[src/rtl/cst_pkg.sv]
// ----------------------------------------------------------------------------
// cst_pkg
// Types, codes and the cp1252 0x80..0x9F table shared by the transcoder files.
// ----------------------------------------------------------------------------
package cst_pkg;

    localparam logic [2:0] ENC_UTF8   = 3'd0;
    localparam logic [2:0] ENC_ASCII  = 3'd1;
    localparam logic [2:0] ENC_LATIN1 = 3'd2;
    localparam logic [2:0] ENC_CP1252 = 3'd3;
    localparam logic [2:0] ENC_UCS4   = 3'd4;

    localparam logic [1:0] KIND_DATA       = 2'd0;
    localparam logic [1:0] KIND_ILLEGAL    = 2'd1;
    localparam logic [1:0] KIND_INCOMPLETE = 2'd2;
    localparam logic [1:0] KIND_DROPPED    = 2'd3;

    localparam logic [1:0] CFG_SOURCE  = 2'd0;
    localparam logic [1:0] CFG_TARGET  = 2'd1;
    localparam logic [1:0] CFG_TRANSLIT = 2'd2;

    localparam int CFG_DATA_W = 3;
    localparam int QDEPTH     = 4;
    localparam int QAW        = $clog2(QDEPTH);

    localparam logic [7:0] QMARK = 8'h3F;

    typedef struct packed {
        logic [7:0] in_byte;
        logic       end_of_buffer;
    } in_item_t;

    typedef struct packed {
        logic [7:0]  out_byte;
        logic [1:0]  kind;
        logic        last_of_run;
        logic [31:0] substitution_count;
    } out_item_t;

    // one step's results, queued between front and back
    typedef struct packed {
        logic [3:0][7:0] bytes;
        logic [1:0]      kind;
        logic [1:0]      last_idx;
        logic [31:0]     count;
    } rec_t;

    function automatic logic [15:0] cp1252_high(input logic [4:0] idx);
        logic [15:0] v;
        case (idx)
            5'd0:  v = 16'h20AC;
            5'd1:  v = 16'h0081;
            5'd2:  v = 16'h201A;
            5'd3:  v = 16'h0192;
            5'd4:  v = 16'h201E;
            5'd5:  v = 16'h2026;
            5'd6:  v = 16'h2020;
            5'd7:  v = 16'h2021;
            5'd8:  v = 16'h02C6;
            5'd9:  v = 16'h2030;
            5'd10: v = 16'h0160;
            5'd11: v = 16'h2039;
            5'd12: v = 16'h0152;
            5'd13: v = 16'h008D;
            5'd14: v = 16'h017D;
            5'd15: v = 16'h008F;
            5'd16: v = 16'h0090;
            5'd17: v = 16'h2018;
            5'd18: v = 16'h2019;
            5'd19: v = 16'h201C;
            5'd20: v = 16'h201D;
            5'd21: v = 16'h2022;
            5'd22: v = 16'h2013;
            5'd23: v = 16'h2014;
            5'd24: v = 16'h02DC;
            5'd25: v = 16'h2122;
            5'd26: v = 16'h0161;
            5'd27: v = 16'h203A;
            5'd28: v = 16'h0153;
            5'd29: v = 16'h009D;
            5'd30: v = 16'h017E;
            5'd31: v = 16'h0178;
            default: v = 16'h0000;
        endcase
        return v;
    endfunction

endpackage

[src/rtl/cst_front.sv]
// ----------------------------------------------------------------------------
// cst_front
// Decodes source bytes into code points, encodes them for the target and
// pushes one record per step that has results.
// ----------------------------------------------------------------------------
module cst_front #(
    parameter int COUNT_WIDTH = 32
) (
    input  logic              aclk,
    input  logic              aresetn,
    input  logic              cfg_we,
    input  logic [1:0]        cfg_index,
    input  logic [2:0]        cfg_data,
    input  logic              accept,
    input  cst_pkg::in_item_t in_item,
    output logic              push,
    output cst_pkg::rec_t     push_rec
);
    import cst_pkg::*;

    logic [2:0]             src_reg, tgt_reg;
    logic                   translit_reg;
    logic [31:0]            acc_reg, acc_next;
    logic [2:0]             seen_reg, seen_next;
    logic [2:0]             exp_reg, exp_next;
    logic                   badc_reg, badc_next;
    logic                   drain_reg, drain_next;
    logic [COUNT_WIDTH-1:0] cnt_reg, cnt_next, cnt_inc;

    logic [7:0]  b;
    logic        eob;
    logic        have;
    logic [31:0] cp;
    logic [1:0]  err;
    logic        err_on;
    logic [31:0] acc_v;
    logic [2:0]  seen_v;
    logic        bc_v;
    logic [3:0][7:0] enc_bytes;
    logic [2:0]  enc_n;
    logic        enc_bad_tgt;
    logic        found;
    logic [4:0]  found_idx;
    logic [31:0] view_now, view_inc;

    assign b   = in_item.in_byte;
    assign eob = in_item.end_of_buffer;

    // saturated 32-bit views of the counter
    generate
        if (COUNT_WIDTH > 32) begin : g_wide
            assign view_now = (|cnt_reg[COUNT_WIDTH-1:32]) ? 32'hFFFF_FFFF : cnt_reg[31:0];
            assign view_inc = (|cnt_inc[COUNT_WIDTH-1:32]) ? 32'hFFFF_FFFF : cnt_inc[31:0];
        end else if (COUNT_WIDTH == 32) begin : g_exact
            assign view_now = cnt_reg;
            assign view_inc = cnt_inc;
        end else begin : g_narrow
            assign view_now = {{(32-COUNT_WIDTH){1'b0}}, cnt_reg};
            assign view_inc = {{(32-COUNT_WIDTH){1'b0}}, cnt_inc};
        end
    endgenerate

    // cp1252 reverse lookup
    always_comb begin
        found     = 1'b0;
        found_idx = '0;
        for (int i = 0; i < 32; i++) begin
            if ({16'h0000, cp1252_high(5'(i))} == cp) begin
                found     = 1'b1;
                found_idx = 5'(i);
            end
        end
    end

    // target encoder
    always_comb begin
        enc_bytes   = '0;
        enc_n       = 3'd0;
        enc_bad_tgt = 1'b0;
        case (tgt_reg)
            ENC_UTF8: begin
                if (cp < 32'h80) begin
                    enc_bytes[0] = cp[7:0];
                    enc_n        = 3'd1;
                end else if (cp < 32'h800) begin
                    enc_bytes[0] = {3'b110, cp[10:6]};
                    enc_bytes[1] = {2'b10, cp[5:0]};
                    enc_n        = 3'd2;
                end else if (cp < 32'h10000) begin
                    if (!(cp >= 32'hD800 && cp <= 32'hDFFF)) begin
                        enc_bytes[0] = {4'b1110, cp[15:12]};
                        enc_bytes[1] = {2'b10, cp[11:6]};
                        enc_bytes[2] = {2'b10, cp[5:0]};
                        enc_n        = 3'd3;
                    end
                end else if (cp <= 32'h10FFFF) begin
                    enc_bytes[0] = {5'b11110, cp[20:18]};
                    enc_bytes[1] = {2'b10, cp[17:12]};
                    enc_bytes[2] = {2'b10, cp[11:6]};
                    enc_bytes[3] = {2'b10, cp[5:0]};
                    enc_n        = 3'd4;
                end
            end
            ENC_ASCII: begin
                if (cp <= 32'h7F) begin
                    enc_bytes[0] = cp[7:0];
                    enc_n        = 3'd1;
                end
            end
            ENC_LATIN1: begin
                if (cp <= 32'hFF) begin
                    enc_bytes[0] = cp[7:0];
                    enc_n        = 3'd1;
                end
            end
            ENC_CP1252: begin
                if (cp < 32'h80 || (cp >= 32'hA0 && cp <= 32'hFF)) begin
                    enc_bytes[0] = cp[7:0];
                    enc_n        = 3'd1;
                end else if (found) begin
                    enc_bytes[0] = {3'b100, found_idx};
                    enc_n        = 3'd1;
                end
            end
            ENC_UCS4: begin
                enc_bytes = cp;
                enc_n     = 3'd4;
            end
            default: begin
                enc_bad_tgt = 1'b1;
            end
        endcase
    end

    // source decoder and step result
    always_comb begin
        acc_next   = acc_reg;
        seen_next  = seen_reg;
        exp_next   = exp_reg;
        badc_next  = badc_reg;
        drain_next = drain_reg;
        cnt_inc    = cnt_reg;
        have       = 1'b0;
        cp         = '0;
        err        = KIND_DATA;
        err_on     = 1'b0;
        acc_v      = acc_reg;
        seen_v     = seen_reg + 3'd1;
        bc_v       = badc_reg;
        push       = 1'b0;
        push_rec   = '0;

        if (drain_reg) begin
            if (eob) begin
                drain_next     = 1'b0;
                push           = accept;
                push_rec.kind  = KIND_DROPPED;
                push_rec.count = view_now;
            end
        end else begin
            case (src_reg)
                ENC_UTF8: begin
                    if (seen_reg == 3'd0) begin
                        if (b < 8'h80) begin
                            cp   = {24'h0, b};
                            have = 1'b1;
                        end else if (b[7:5] == 3'b110) begin
                            exp_next  = 3'd2;
                            acc_next  = {27'h0, b[4:0]};
                            seen_next = 3'd1;
                            badc_next = 1'b0;
                        end else if (b[7:4] == 4'b1110) begin
                            exp_next  = 3'd3;
                            acc_next  = {28'h0, b[3:0]};
                            seen_next = 3'd1;
                            badc_next = 1'b0;
                        end else if (b[7:3] == 5'b11110) begin
                            exp_next  = 3'd4;
                            acc_next  = {29'h0, b[2:0]};
                            seen_next = 3'd1;
                            badc_next = 1'b0;
                        end else begin
                            err = KIND_ILLEGAL;
                        end
                    end else begin
                        bc_v  = badc_reg | (b[7:6] != 2'b10);
                        acc_v = {acc_reg[25:0], b[5:0]};
                        if (seen_v >= exp_reg) begin
                            acc_next  = '0;
                            seen_next = '0;
                            exp_next  = '0;
                            badc_next = 1'b0;
                            if (bc_v) begin
                                err = KIND_ILLEGAL;
                            end else if (exp_reg == 3'd2 && acc_v < 32'h80) begin
                                err = KIND_ILLEGAL;
                            end else if (exp_reg == 3'd3 && (acc_v < 32'h800 ||
                                         (acc_v >= 32'hD800 && acc_v <= 32'hDFFF))) begin
                                err = KIND_ILLEGAL;
                            end else if (exp_reg == 3'd4 && (acc_v < 32'h10000 ||
                                         acc_v > 32'h10FFFF)) begin
                                err = KIND_ILLEGAL;
                            end else begin
                                cp   = acc_v;
                                have = 1'b1;
                            end
                        end else begin
                            acc_next  = acc_v;
                            seen_next = seen_v;
                            badc_next = bc_v;
                        end
                    end
                end
                ENC_ASCII: begin
                    if (b > 8'h7F) begin
                        err = KIND_ILLEGAL;
                    end else begin
                        cp   = {24'h0, b};
                        have = 1'b1;
                    end
                end
                ENC_LATIN1: begin
                    cp   = {24'h0, b};
                    have = 1'b1;
                end
                ENC_CP1252: begin
                    cp   = (b[7:5] == 3'b100) ? {16'h0, cp1252_high(b[4:0])} : {24'h0, b};
                    have = 1'b1;
                end
                ENC_UCS4: begin
                    acc_v[{seen_reg[1:0], 3'b000} +: 8] =
                        acc_reg[{seen_reg[1:0], 3'b000} +: 8] | b;
                    if (seen_v >= 3'd4) begin
                        cp        = acc_v;
                        have      = 1'b1;
                        acc_next  = '0;
                        seen_next = '0;
                        exp_next  = '0;
                        badc_next = 1'b0;
                    end else begin
                        acc_next  = acc_v;
                        seen_next = seen_v;
                    end
                end
                default: begin
                    err = KIND_ILLEGAL;
                end
            endcase

            if (!have && err == KIND_DATA && eob && seen_next != 3'd0) begin
                err = KIND_INCOMPLETE;
            end

            if (have) begin
                if (enc_bad_tgt) begin
                    err = KIND_ILLEGAL;
                end else if (enc_n == 3'd0) begin
                    if (translit_reg) begin
                        if (cnt_reg != '1) begin
                            cnt_inc = cnt_reg + 1'b1;
                        end
                    end else begin
                        err = KIND_ILLEGAL;
                    end
                end
            end

            err_on = (err != KIND_DATA);
            if (err_on) begin
                acc_next       = '0;
                seen_next      = '0;
                exp_next       = '0;
                badc_next      = 1'b0;
                drain_next     = !eob;
                push           = accept;
                push_rec.kind  = err;
                push_rec.count = view_now;
            end else if (have) begin
                push           = accept;
                push_rec.kind  = KIND_DATA;
                push_rec.count = view_inc;
                if (enc_n == 3'd0) begin
                    push_rec.bytes[0] = QMARK;
                    push_rec.last_idx = 2'd0;
                end else begin
                    push_rec.bytes    = enc_bytes;
                    push_rec.last_idx = 2'(enc_n - 3'd1);
                end
            end
        end

        cnt_next = eob ? '0 : cnt_inc;
    end

    always_ff @(posedge aclk) begin
        if (!aresetn) begin
            src_reg      <= ENC_UTF8;
            tgt_reg      <= ENC_UTF8;
            translit_reg <= 1'b0;
            acc_reg      <= '0;
            seen_reg     <= '0;
            exp_reg      <= '0;
            badc_reg     <= 1'b0;
            drain_reg    <= 1'b0;
            cnt_reg      <= '0;
        end else if (cfg_we) begin
            case (cfg_index)
                CFG_SOURCE:   src_reg      <= cfg_data;
                CFG_TARGET:   tgt_reg      <= cfg_data;
                CFG_TRANSLIT: translit_reg <= cfg_data[0];
                default: ;
            endcase
            if (cfg_index == CFG_SOURCE || cfg_index == CFG_TARGET ||
                cfg_index == CFG_TRANSLIT) begin
                acc_reg  <= '0;
                seen_reg <= '0;
                exp_reg  <= '0;
                badc_reg <= 1'b0;
            end
        end else if (accept) begin
            acc_reg   <= acc_next;
            seen_reg  <= seen_next;
            exp_reg   <= exp_next;
            badc_reg  <= badc_next;
            drain_reg <= drain_next;
            cnt_reg   <= cnt_next;
        end
    end

endmodule

[src/rtl/cst_queue.sv]
// ----------------------------------------------------------------------------
// cst_queue
// Short record queue between the decode front and the output back end.
// ----------------------------------------------------------------------------
module cst_queue (
    input  logic          aclk,
    input  logic          aresetn,
    input  logic          push,
    input  cst_pkg::rec_t push_rec,
    input  logic          pop,
    output cst_pkg::rec_t head_rec,
    output logic          not_empty,
    output logic          full
);
    import cst_pkg::*;

    rec_t           mem_reg [QDEPTH];
    logic [QAW-1:0] wr_ptr_reg, rd_ptr_reg;
    logic [QAW:0]   cnt_reg;

    assign head_rec  = mem_reg[rd_ptr_reg];
    assign not_empty = (cnt_reg != '0);
    assign full      = (cnt_reg == (QAW+1)'(QDEPTH));

    always_ff @(posedge aclk) begin
        if (push) begin
            mem_reg[wr_ptr_reg] <= push_rec;
        end
    end

    always_ff @(posedge aclk) begin
        if (!aresetn) begin
            wr_ptr_reg <= '0;
            rd_ptr_reg <= '0;
            cnt_reg    <= '0;
        end else begin
            if (push) begin
                wr_ptr_reg <= wr_ptr_reg + 1'b1;
            end
            if (pop) begin
                rd_ptr_reg <= rd_ptr_reg + 1'b1;
            end
            case ({push, pop})
                2'b10:   cnt_reg <= cnt_reg + 1'b1;
                2'b01:   cnt_reg <= cnt_reg - 1'b1;
                default: cnt_reg <= cnt_reg;
            endcase
        end
    end

endmodule

[src/rtl/cst_back.sv]
// ----------------------------------------------------------------------------
// cst_back
// Walks the head record and hands out its results one item per cycle while m_ready is high.
// ----------------------------------------------------------------------------
module cst_back (
    input  logic               aclk,
    input  logic               aresetn,
    input  cst_pkg::rec_t      head_rec,
    input  logic               not_empty,
    output logic               pop,
    output logic               m_valid,
    input  logic               m_ready,
    output cst_pkg::out_item_t m_data
);
    import cst_pkg::*;

    logic [1:0] idx_reg, idx_next;
    logic       last;

    assign last    = (idx_reg == head_rec.last_idx);
    assign m_valid = not_empty;
    assign pop     = m_valid && m_ready && last;

    always_comb begin
        m_data.out_byte           = head_rec.bytes[idx_reg];
        m_data.kind               = head_rec.kind;
        m_data.last_of_run        = last;
        m_data.substitution_count = head_rec.count;
    end

    always_comb begin
        idx_next = idx_reg;
        if (m_valid && m_ready) begin
            idx_next = last ? 2'd0 : idx_reg + 2'd1;
        end
    end

    always_ff @(posedge aclk) begin
        if (!aresetn) begin
            idx_reg <= '0;
        end else begin
            idx_reg <= idx_next;
        end
    end

endmodule

[src/rtl/charset_transcoder.sv]
// ----------------------------------------------------------------------------
// charset_transcoder
// Transcodes a byte stream between utf-8, ascii, latin-1, cp1252 and ucs-4.
// ----------------------------------------------------------------------------
// s_ channel: one source byte per item with an end-of-buffer flag.
// m_ channel: encoded bytes and status items (illegal, incomplete, end after
//   drop); last_of_run marks the final result of one source byte.
// cfg_ port: write-only registers; the user must write them only while the block is
//   idle, which the block itself does not enforce.
// Throughput: one source byte per cycle while s_ready is high; results go through
//   a 4-entry record queue between the decoder and the output stage, which absorbs
//   the bursts of a byte that yields more than one output byte.
// Stalls: while m_ready is low the queue fills; s_ready falls when it is full
//   and no item is lost.
// Reset: clears the partial character, drop mode, the substitution count,
//   the queue and the registers (utf-8 to utf-8, transliteration off).
// ----------------------------------------------------------------------------
module charset_transcoder #(
    parameter int COUNT_WIDTH = 32
) (
    input  logic               aclk,
    input  logic               aresetn,
    input  logic               cfg_we,
    input  logic [1:0]         cfg_index,
    input  logic [2:0]         cfg_data,
    input  logic               s_valid,
    output logic               s_ready,
    input  cst_pkg::in_item_t  s_data,
    output logic               m_valid,
    input  logic               m_ready,
    output cst_pkg::out_item_t m_data
);
    import cst_pkg::*;

    logic accept;
    logic push, pop, not_empty, full;
    rec_t push_rec, head_rec;

    assign s_ready = !full;
    assign accept  = s_valid && s_ready;

    cst_front #(
        .COUNT_WIDTH(COUNT_WIDTH)
    ) u_front (
        .aclk     (aclk),
        .aresetn  (aresetn),
        .cfg_we   (cfg_we),
        .cfg_index(cfg_index),
        .cfg_data (cfg_data),
        .accept   (accept),
        .in_item  (s_data),
        .push     (push),
        .push_rec (push_rec)
    );

    cst_queue u_queue (
        .aclk     (aclk),
        .aresetn  (aresetn),
        .push     (push),
        .push_rec (push_rec),
        .pop      (pop),
        .head_rec (head_rec),
        .not_empty(not_empty),
        .full     (full)
    );

    cst_back u_back (
        .aclk     (aclk),
        .aresetn  (aresetn),
        .head_rec (head_rec),
        .not_empty(not_empty),
        .pop      (pop),
        .m_valid  (m_valid),
        .m_ready  (m_ready),
        .m_data   (m_data)
    );

`ifndef NO_ASSERTIONS
    // status items stand alone
    a_status_last: assert property (@(posedge aclk) disable iff (!aresetn)
        m_valid && m_data.kind != KIND_DATA |-> m_data.last_of_run && m_data.out_byte == 8'h00)
        else $error("status item not last or carries data");

    // a full queue always has something to offer
    a_full_valid: assert property (@(posedge aclk) disable iff (!aresetn)
        !s_ready |-> m_valid)
        else $error("input stalled with empty output");

    // nothing on the output right after reset
    a_reset_empty: assert property (@(posedge aclk) disable iff (!aresetn)
        !$past(aresetn) |-> !m_valid)
        else $error("output valid after reset");
`endif

endmodule

[config.mk]
export PLATFORM = sky130hd
export DESIGN_NAME = charset_transcoder
export DESIGN_NICKNAME = d
export VERILOG_FILES = /design/src/rtl/cst_pkg.sv /design/src/rtl/cst_front.sv /design/src/rtl/cst_queue.sv /design/src/rtl/cst_back.sv /design/src/rtl/charset_transcoder.sv
export SDC_FILE = /design/constraint.sdc
export NUM_CORES = 1
export LEC_CHECK = 0
export BUFFER_PORTS_ARGS = -buffer_cell sky130_fd_sc_hd__buf_2
export CAP_MARGIN = 25
export CORE_MARGIN = 2
export CORE_UTILIZATION = 50
export DETAILED_ROUTE_END_ITERATION = 12
export GPL_TIMING_DRIVEN = 0
export PLACE_DENSITY_LB_ADDON = 0.15
export SLEW_MARGIN = 0
export SYNTH_ARGS = -nofsm -noshare
export SYNTH_HDL_FRONTEND = slang
export SYNTH_SLANG_ARGS = --single-unit
[constraint.sdc]
create_clock -name aclk -period 14.1 [get_ports aclk]
set_clock_uncertainty 0.1 [all_clocks]
set_input_delay 1.41 -clock aclk [delete_from_list [all_inputs] [get_ports aclk]]
set_output_delay 1.41 -clock aclk [all_outputs]
set_load 0.05 [all_outputs]
==> qor.csv <==
stage;metric;value;unit
sta;Max Freq;102;MHz
cells_and_area;Non-Filler Instances;2472;
critical_path;crit path DAT;10.15;ns
placed_design;Placed Cells incl. Taps;2397;
critical_path;Slowest-stage cell, CP;nor4_4;
detailed_routing;DR DRC count;0;
clock_network;setup bufs post-CTS;0;
critical_path;worst setup path startpoint;u_front.seen_reg[0];
placed_design;Port-buffer cells;62;
critical_path;Startpoint Class;register;
pwr;worst IR drop on VDD;148;uV
pwr;Clock power frac;35.9;%
clock_network;clock tree buffer depth;3;
grt;GRT Resource Usage Total;31.3;%
logic_synthesis;EDFF count, synth;272;
sta;fin crit share;69.2;%
cells_and_area;max reg flops;272;
cells_and_area;FILL cells;3372;
logic_synthesis;Cell variety after synth;99;
pwr;Flop pwr share;44.3;%
sta;Min Clock Period, post-route;9.76;ns
placed_design;HPWL after detailed placement;47500;um
die;FP Rows;72;
grt;vias in the first global route;15600;
pwr;Pwr Density;123;mW/mm2
logic_synthesis;Synth Flop Type;edfxtp_1;
clock_network;total CTS buffers;39;
hold_path;Hold Path Cell Cnt;2;
hold_path;Tightest Hold Check Type;reg -> reg;
clock_network;depth of the CTS H-tree;2;
sta;Tightest Pin Transition;1.02;ns
die;Die Area;0.0411;mm2
detailed_routing;DR iter-0 viols;1748;
sta;worst rel slew slack;31.7;%
critical_path;Max FO, Critical Path;10;
logic_synthesis;post-synthesis compound-gate area fraction;17.5;%
cells_and_area;most common cell after layout, fill and taps aside;edfxtp_1;
clock_network;Root Driver;clkbuf_16;
logic_synthesis;Post-Synth XOR/XNOR Area;0.399;%
sta;final setup vio count;0;
critical_path;CP endpoint kind;register;
sta;RSZ-0062 raised after global routing;no;
placed_design;GP Congestion;0.962;
logic_synthesis;Post-Syn Area;0.0198;mm2
cells_and_area;Final nets;1971;
logic_synthesis;adder-cell share of the synthesized area;1.87;%
flow_run;Max Cap Viol;0;
pwr;P_int;1.92;mW
die;initial core utilization;50.9;%
logic_synthesis;register area share after synthesis;50.5;%
critical_path;Reg-to-Reg Start;u_front.seen_reg[0];
logic_synthesis;Net Count, Synth;1853;
critical_path;Setup CP Type;reg -> reg;
grt;largest net degree at the start of global routing;47;
detailed_routing;vias per cell;6.60;
die;die span in y;203;um
clock_network;CTS resizes;0;
outcome;status;completed;
logic_synthesis;Gate Count Post-Synth;1805;
detailed_routing;DR vias;16300;
cells_and_area;most frequent cells in the layout;edfxtp_1, nand2_1, a21oi_1;
sta;Final Hold Vio Count;0;
critical_path;Top cell by count, worst path;ha_1;
pwr;NetSw;0.814;mW
cells_and_area;area growth from synthesis to layout;12.2;%
logic_synthesis;Async SR Flop Fraction;0;%
clock_network;worst-skew pair later-pin latency;0.57;ns
logic_synthesis;Yosys reg bits;362;
logic_synthesis;YS warnings;0;
grt;GRT overflow;0;
detailed_routing;average wire per standard cell;26.1;um
critical_path;R2R Path End;u_queue.cnt_reg[2];
hold_path;Hold EP;u_front.cnt_reg[28];
pwr;sw frac;29.8;%
detailed_routing;Post-Route WL;64500;um
detailed_routing;Routed Antenna Nets;0;
grt;first-pass GRT wire length;97100;um
die;Core Region;0.0388;mm2
hold_path;Hold Crit Start;u_front.cnt_reg[28];
die;IO Count;64;
clock_network;Sink Count;362;
sta;Slew Limit Fails;0;
critical_path;worst reg2reg setup slack;4.34;ns
cells_and_area;share of cells above drive strength 1;13.4;%
critical_path;worst r2r path cells;33;
cells_and_area;ANT cells;0;
logic_synthesis;Syn Area/Cell;10.9;um2
critical_path;Req. time, crit path;14.49;ns
clock_network;CTS tree;done;
detailed_routing;TritonRoute pass-1 iters;6;
logic_synthesis;simple-gate area share of the yosys netlist;16.4;%
clock_network;CTS clock-pin slew for the worst setup and hold paths;0.06;ns
sta;Setup Total Neg Slack;0;ns
pwr;leakage;7.49;nW
die;width of the die;203;um
critical_path;slowest stage delay, CP;0.69;ns
logic_synthesis;post-synthesis mux area share;10.1;%
logic_synthesis;main combinational cell family by area after synthesis;compound AO/OA/AOI/OAI gates;
pwr;Logic pwr share;19.7;%
grt;initial antenna violation count;1;
clock_network;hold_buf cts;0;
-- synth_stat cells (23+ instances only) --
library cell | n | area, um2
a21oi_1 | 134 | 671
a22oi_1 | 42 | 315
a31oi_1 | 28 | 175
and2_1 | 23 | 144
and3_1 | 29 | 181
clkbuf_1 | 96 | 360
dfxtp_1 | 90 | 1800
edfxtp_1 | 272 | 8170
ha_1 | 28 | 350
inv_1 | 33 | 124
mux2i_1 | 28 | 280
mux4_2 | 76 | 1710
nand2_1 | 153 | 574
nand2b_1 | 26 | 163
nand3_1 | 47 | 235
nor2_1 | 132 | 495
nor2b_1 | 30 | 188
nor3_1 | 47 | 235
o21ai_0 | 112 | 561
-- worst max-delay path by stage --
stage / end / depth (start not counted)
after detailed placement: u_queue.cnt_reg[2] / 33
after global routing: u_queue.cnt_reg[2] / 33
final: u_queue.cnt_reg[2] / 33
after global placement: u_queue.mem_reg[1][14] / 26
after floorplan: u_queue.mem_reg[0][0] / 24
after CTS: u_queue.cnt_reg[2] / 33
-- metal layers --
metal / vias up / GRT usage [%] / routed length (um)
met5: - / 0 / 0
met3: 126 / 4.65 / 4730
li1: 7291 / - / -
met4: 0 / 9.72 / 1960
met2: 767 / 49.1 / 29600
met1: 8132 / 45.2 / 28200
-- through the flow --
step	instance area, um2	hold slack [ns]	utilization [%]	power, mW	setup WS, ns
4_1_cts	22100	0.406	57.0	2.75	4.57
5_1_grt	22200	0.426	57.1	2.83	4.01
3_3_place_gp	20700	0.379	53.4	1.76	2.43
6_report	22200	0.406	57.1	2.74	4.34
2_1_floorplan	19800	0.338	-	1.61	6.13
3_5_place_dp	20900	0.396	53.8	1.77	4.64
-- power by group through the flow --
| stage | logic (mW) | registers (mW) | clock network, mW |
|---|---|---|---|
| floorplan | 0.379 | 1.23 | 0 |
| global placement | 0.520 | 1.24 | 0 |
| detailed placement | 0.533 | 1.24 | 0 |
| CTS | 0.535 | 1.21 | 0.997 |
| global route | 0.574 | 1.22 | 1.04 |
| finish | 0.541 | 1.21 | 0.984 |
-- cells by family after synthesis --
family / after synthesis
adders and majority gates: 29
AOI/OAI and AO/OA: 529
and+or+nand+nor: 614
buffers and inverters: 157
xor gates and xnor gates: 9
DFF: 362
muxes: 105
-- worst max-delay path, delay by kind of cell, from the launching register on --
kind                       cells  cell delay, ns
AOI/OAI and AO/OA             10            1.99
adders and majority gates      5            1.61
and+or+nand+nor               10            2.90
xor gates and xnor gates       1            0.17
buffers and inverters          7            2.27
DFF                            1            0.63
-- final cells by class --
class	count	area, um2	area share [%]
inverter	34	128	0.576
clock inverter	26	221	0.999
clock buffer	46	1010	4.57
sequential	362	9970	45.0
tap	518	648	2.92
timing repair buffer	77	518	2.34
buffer	123	500	2.26
multi-input combinational	1286	9170	41.4
Note: power is estimated with default switching activity, not from simulation.
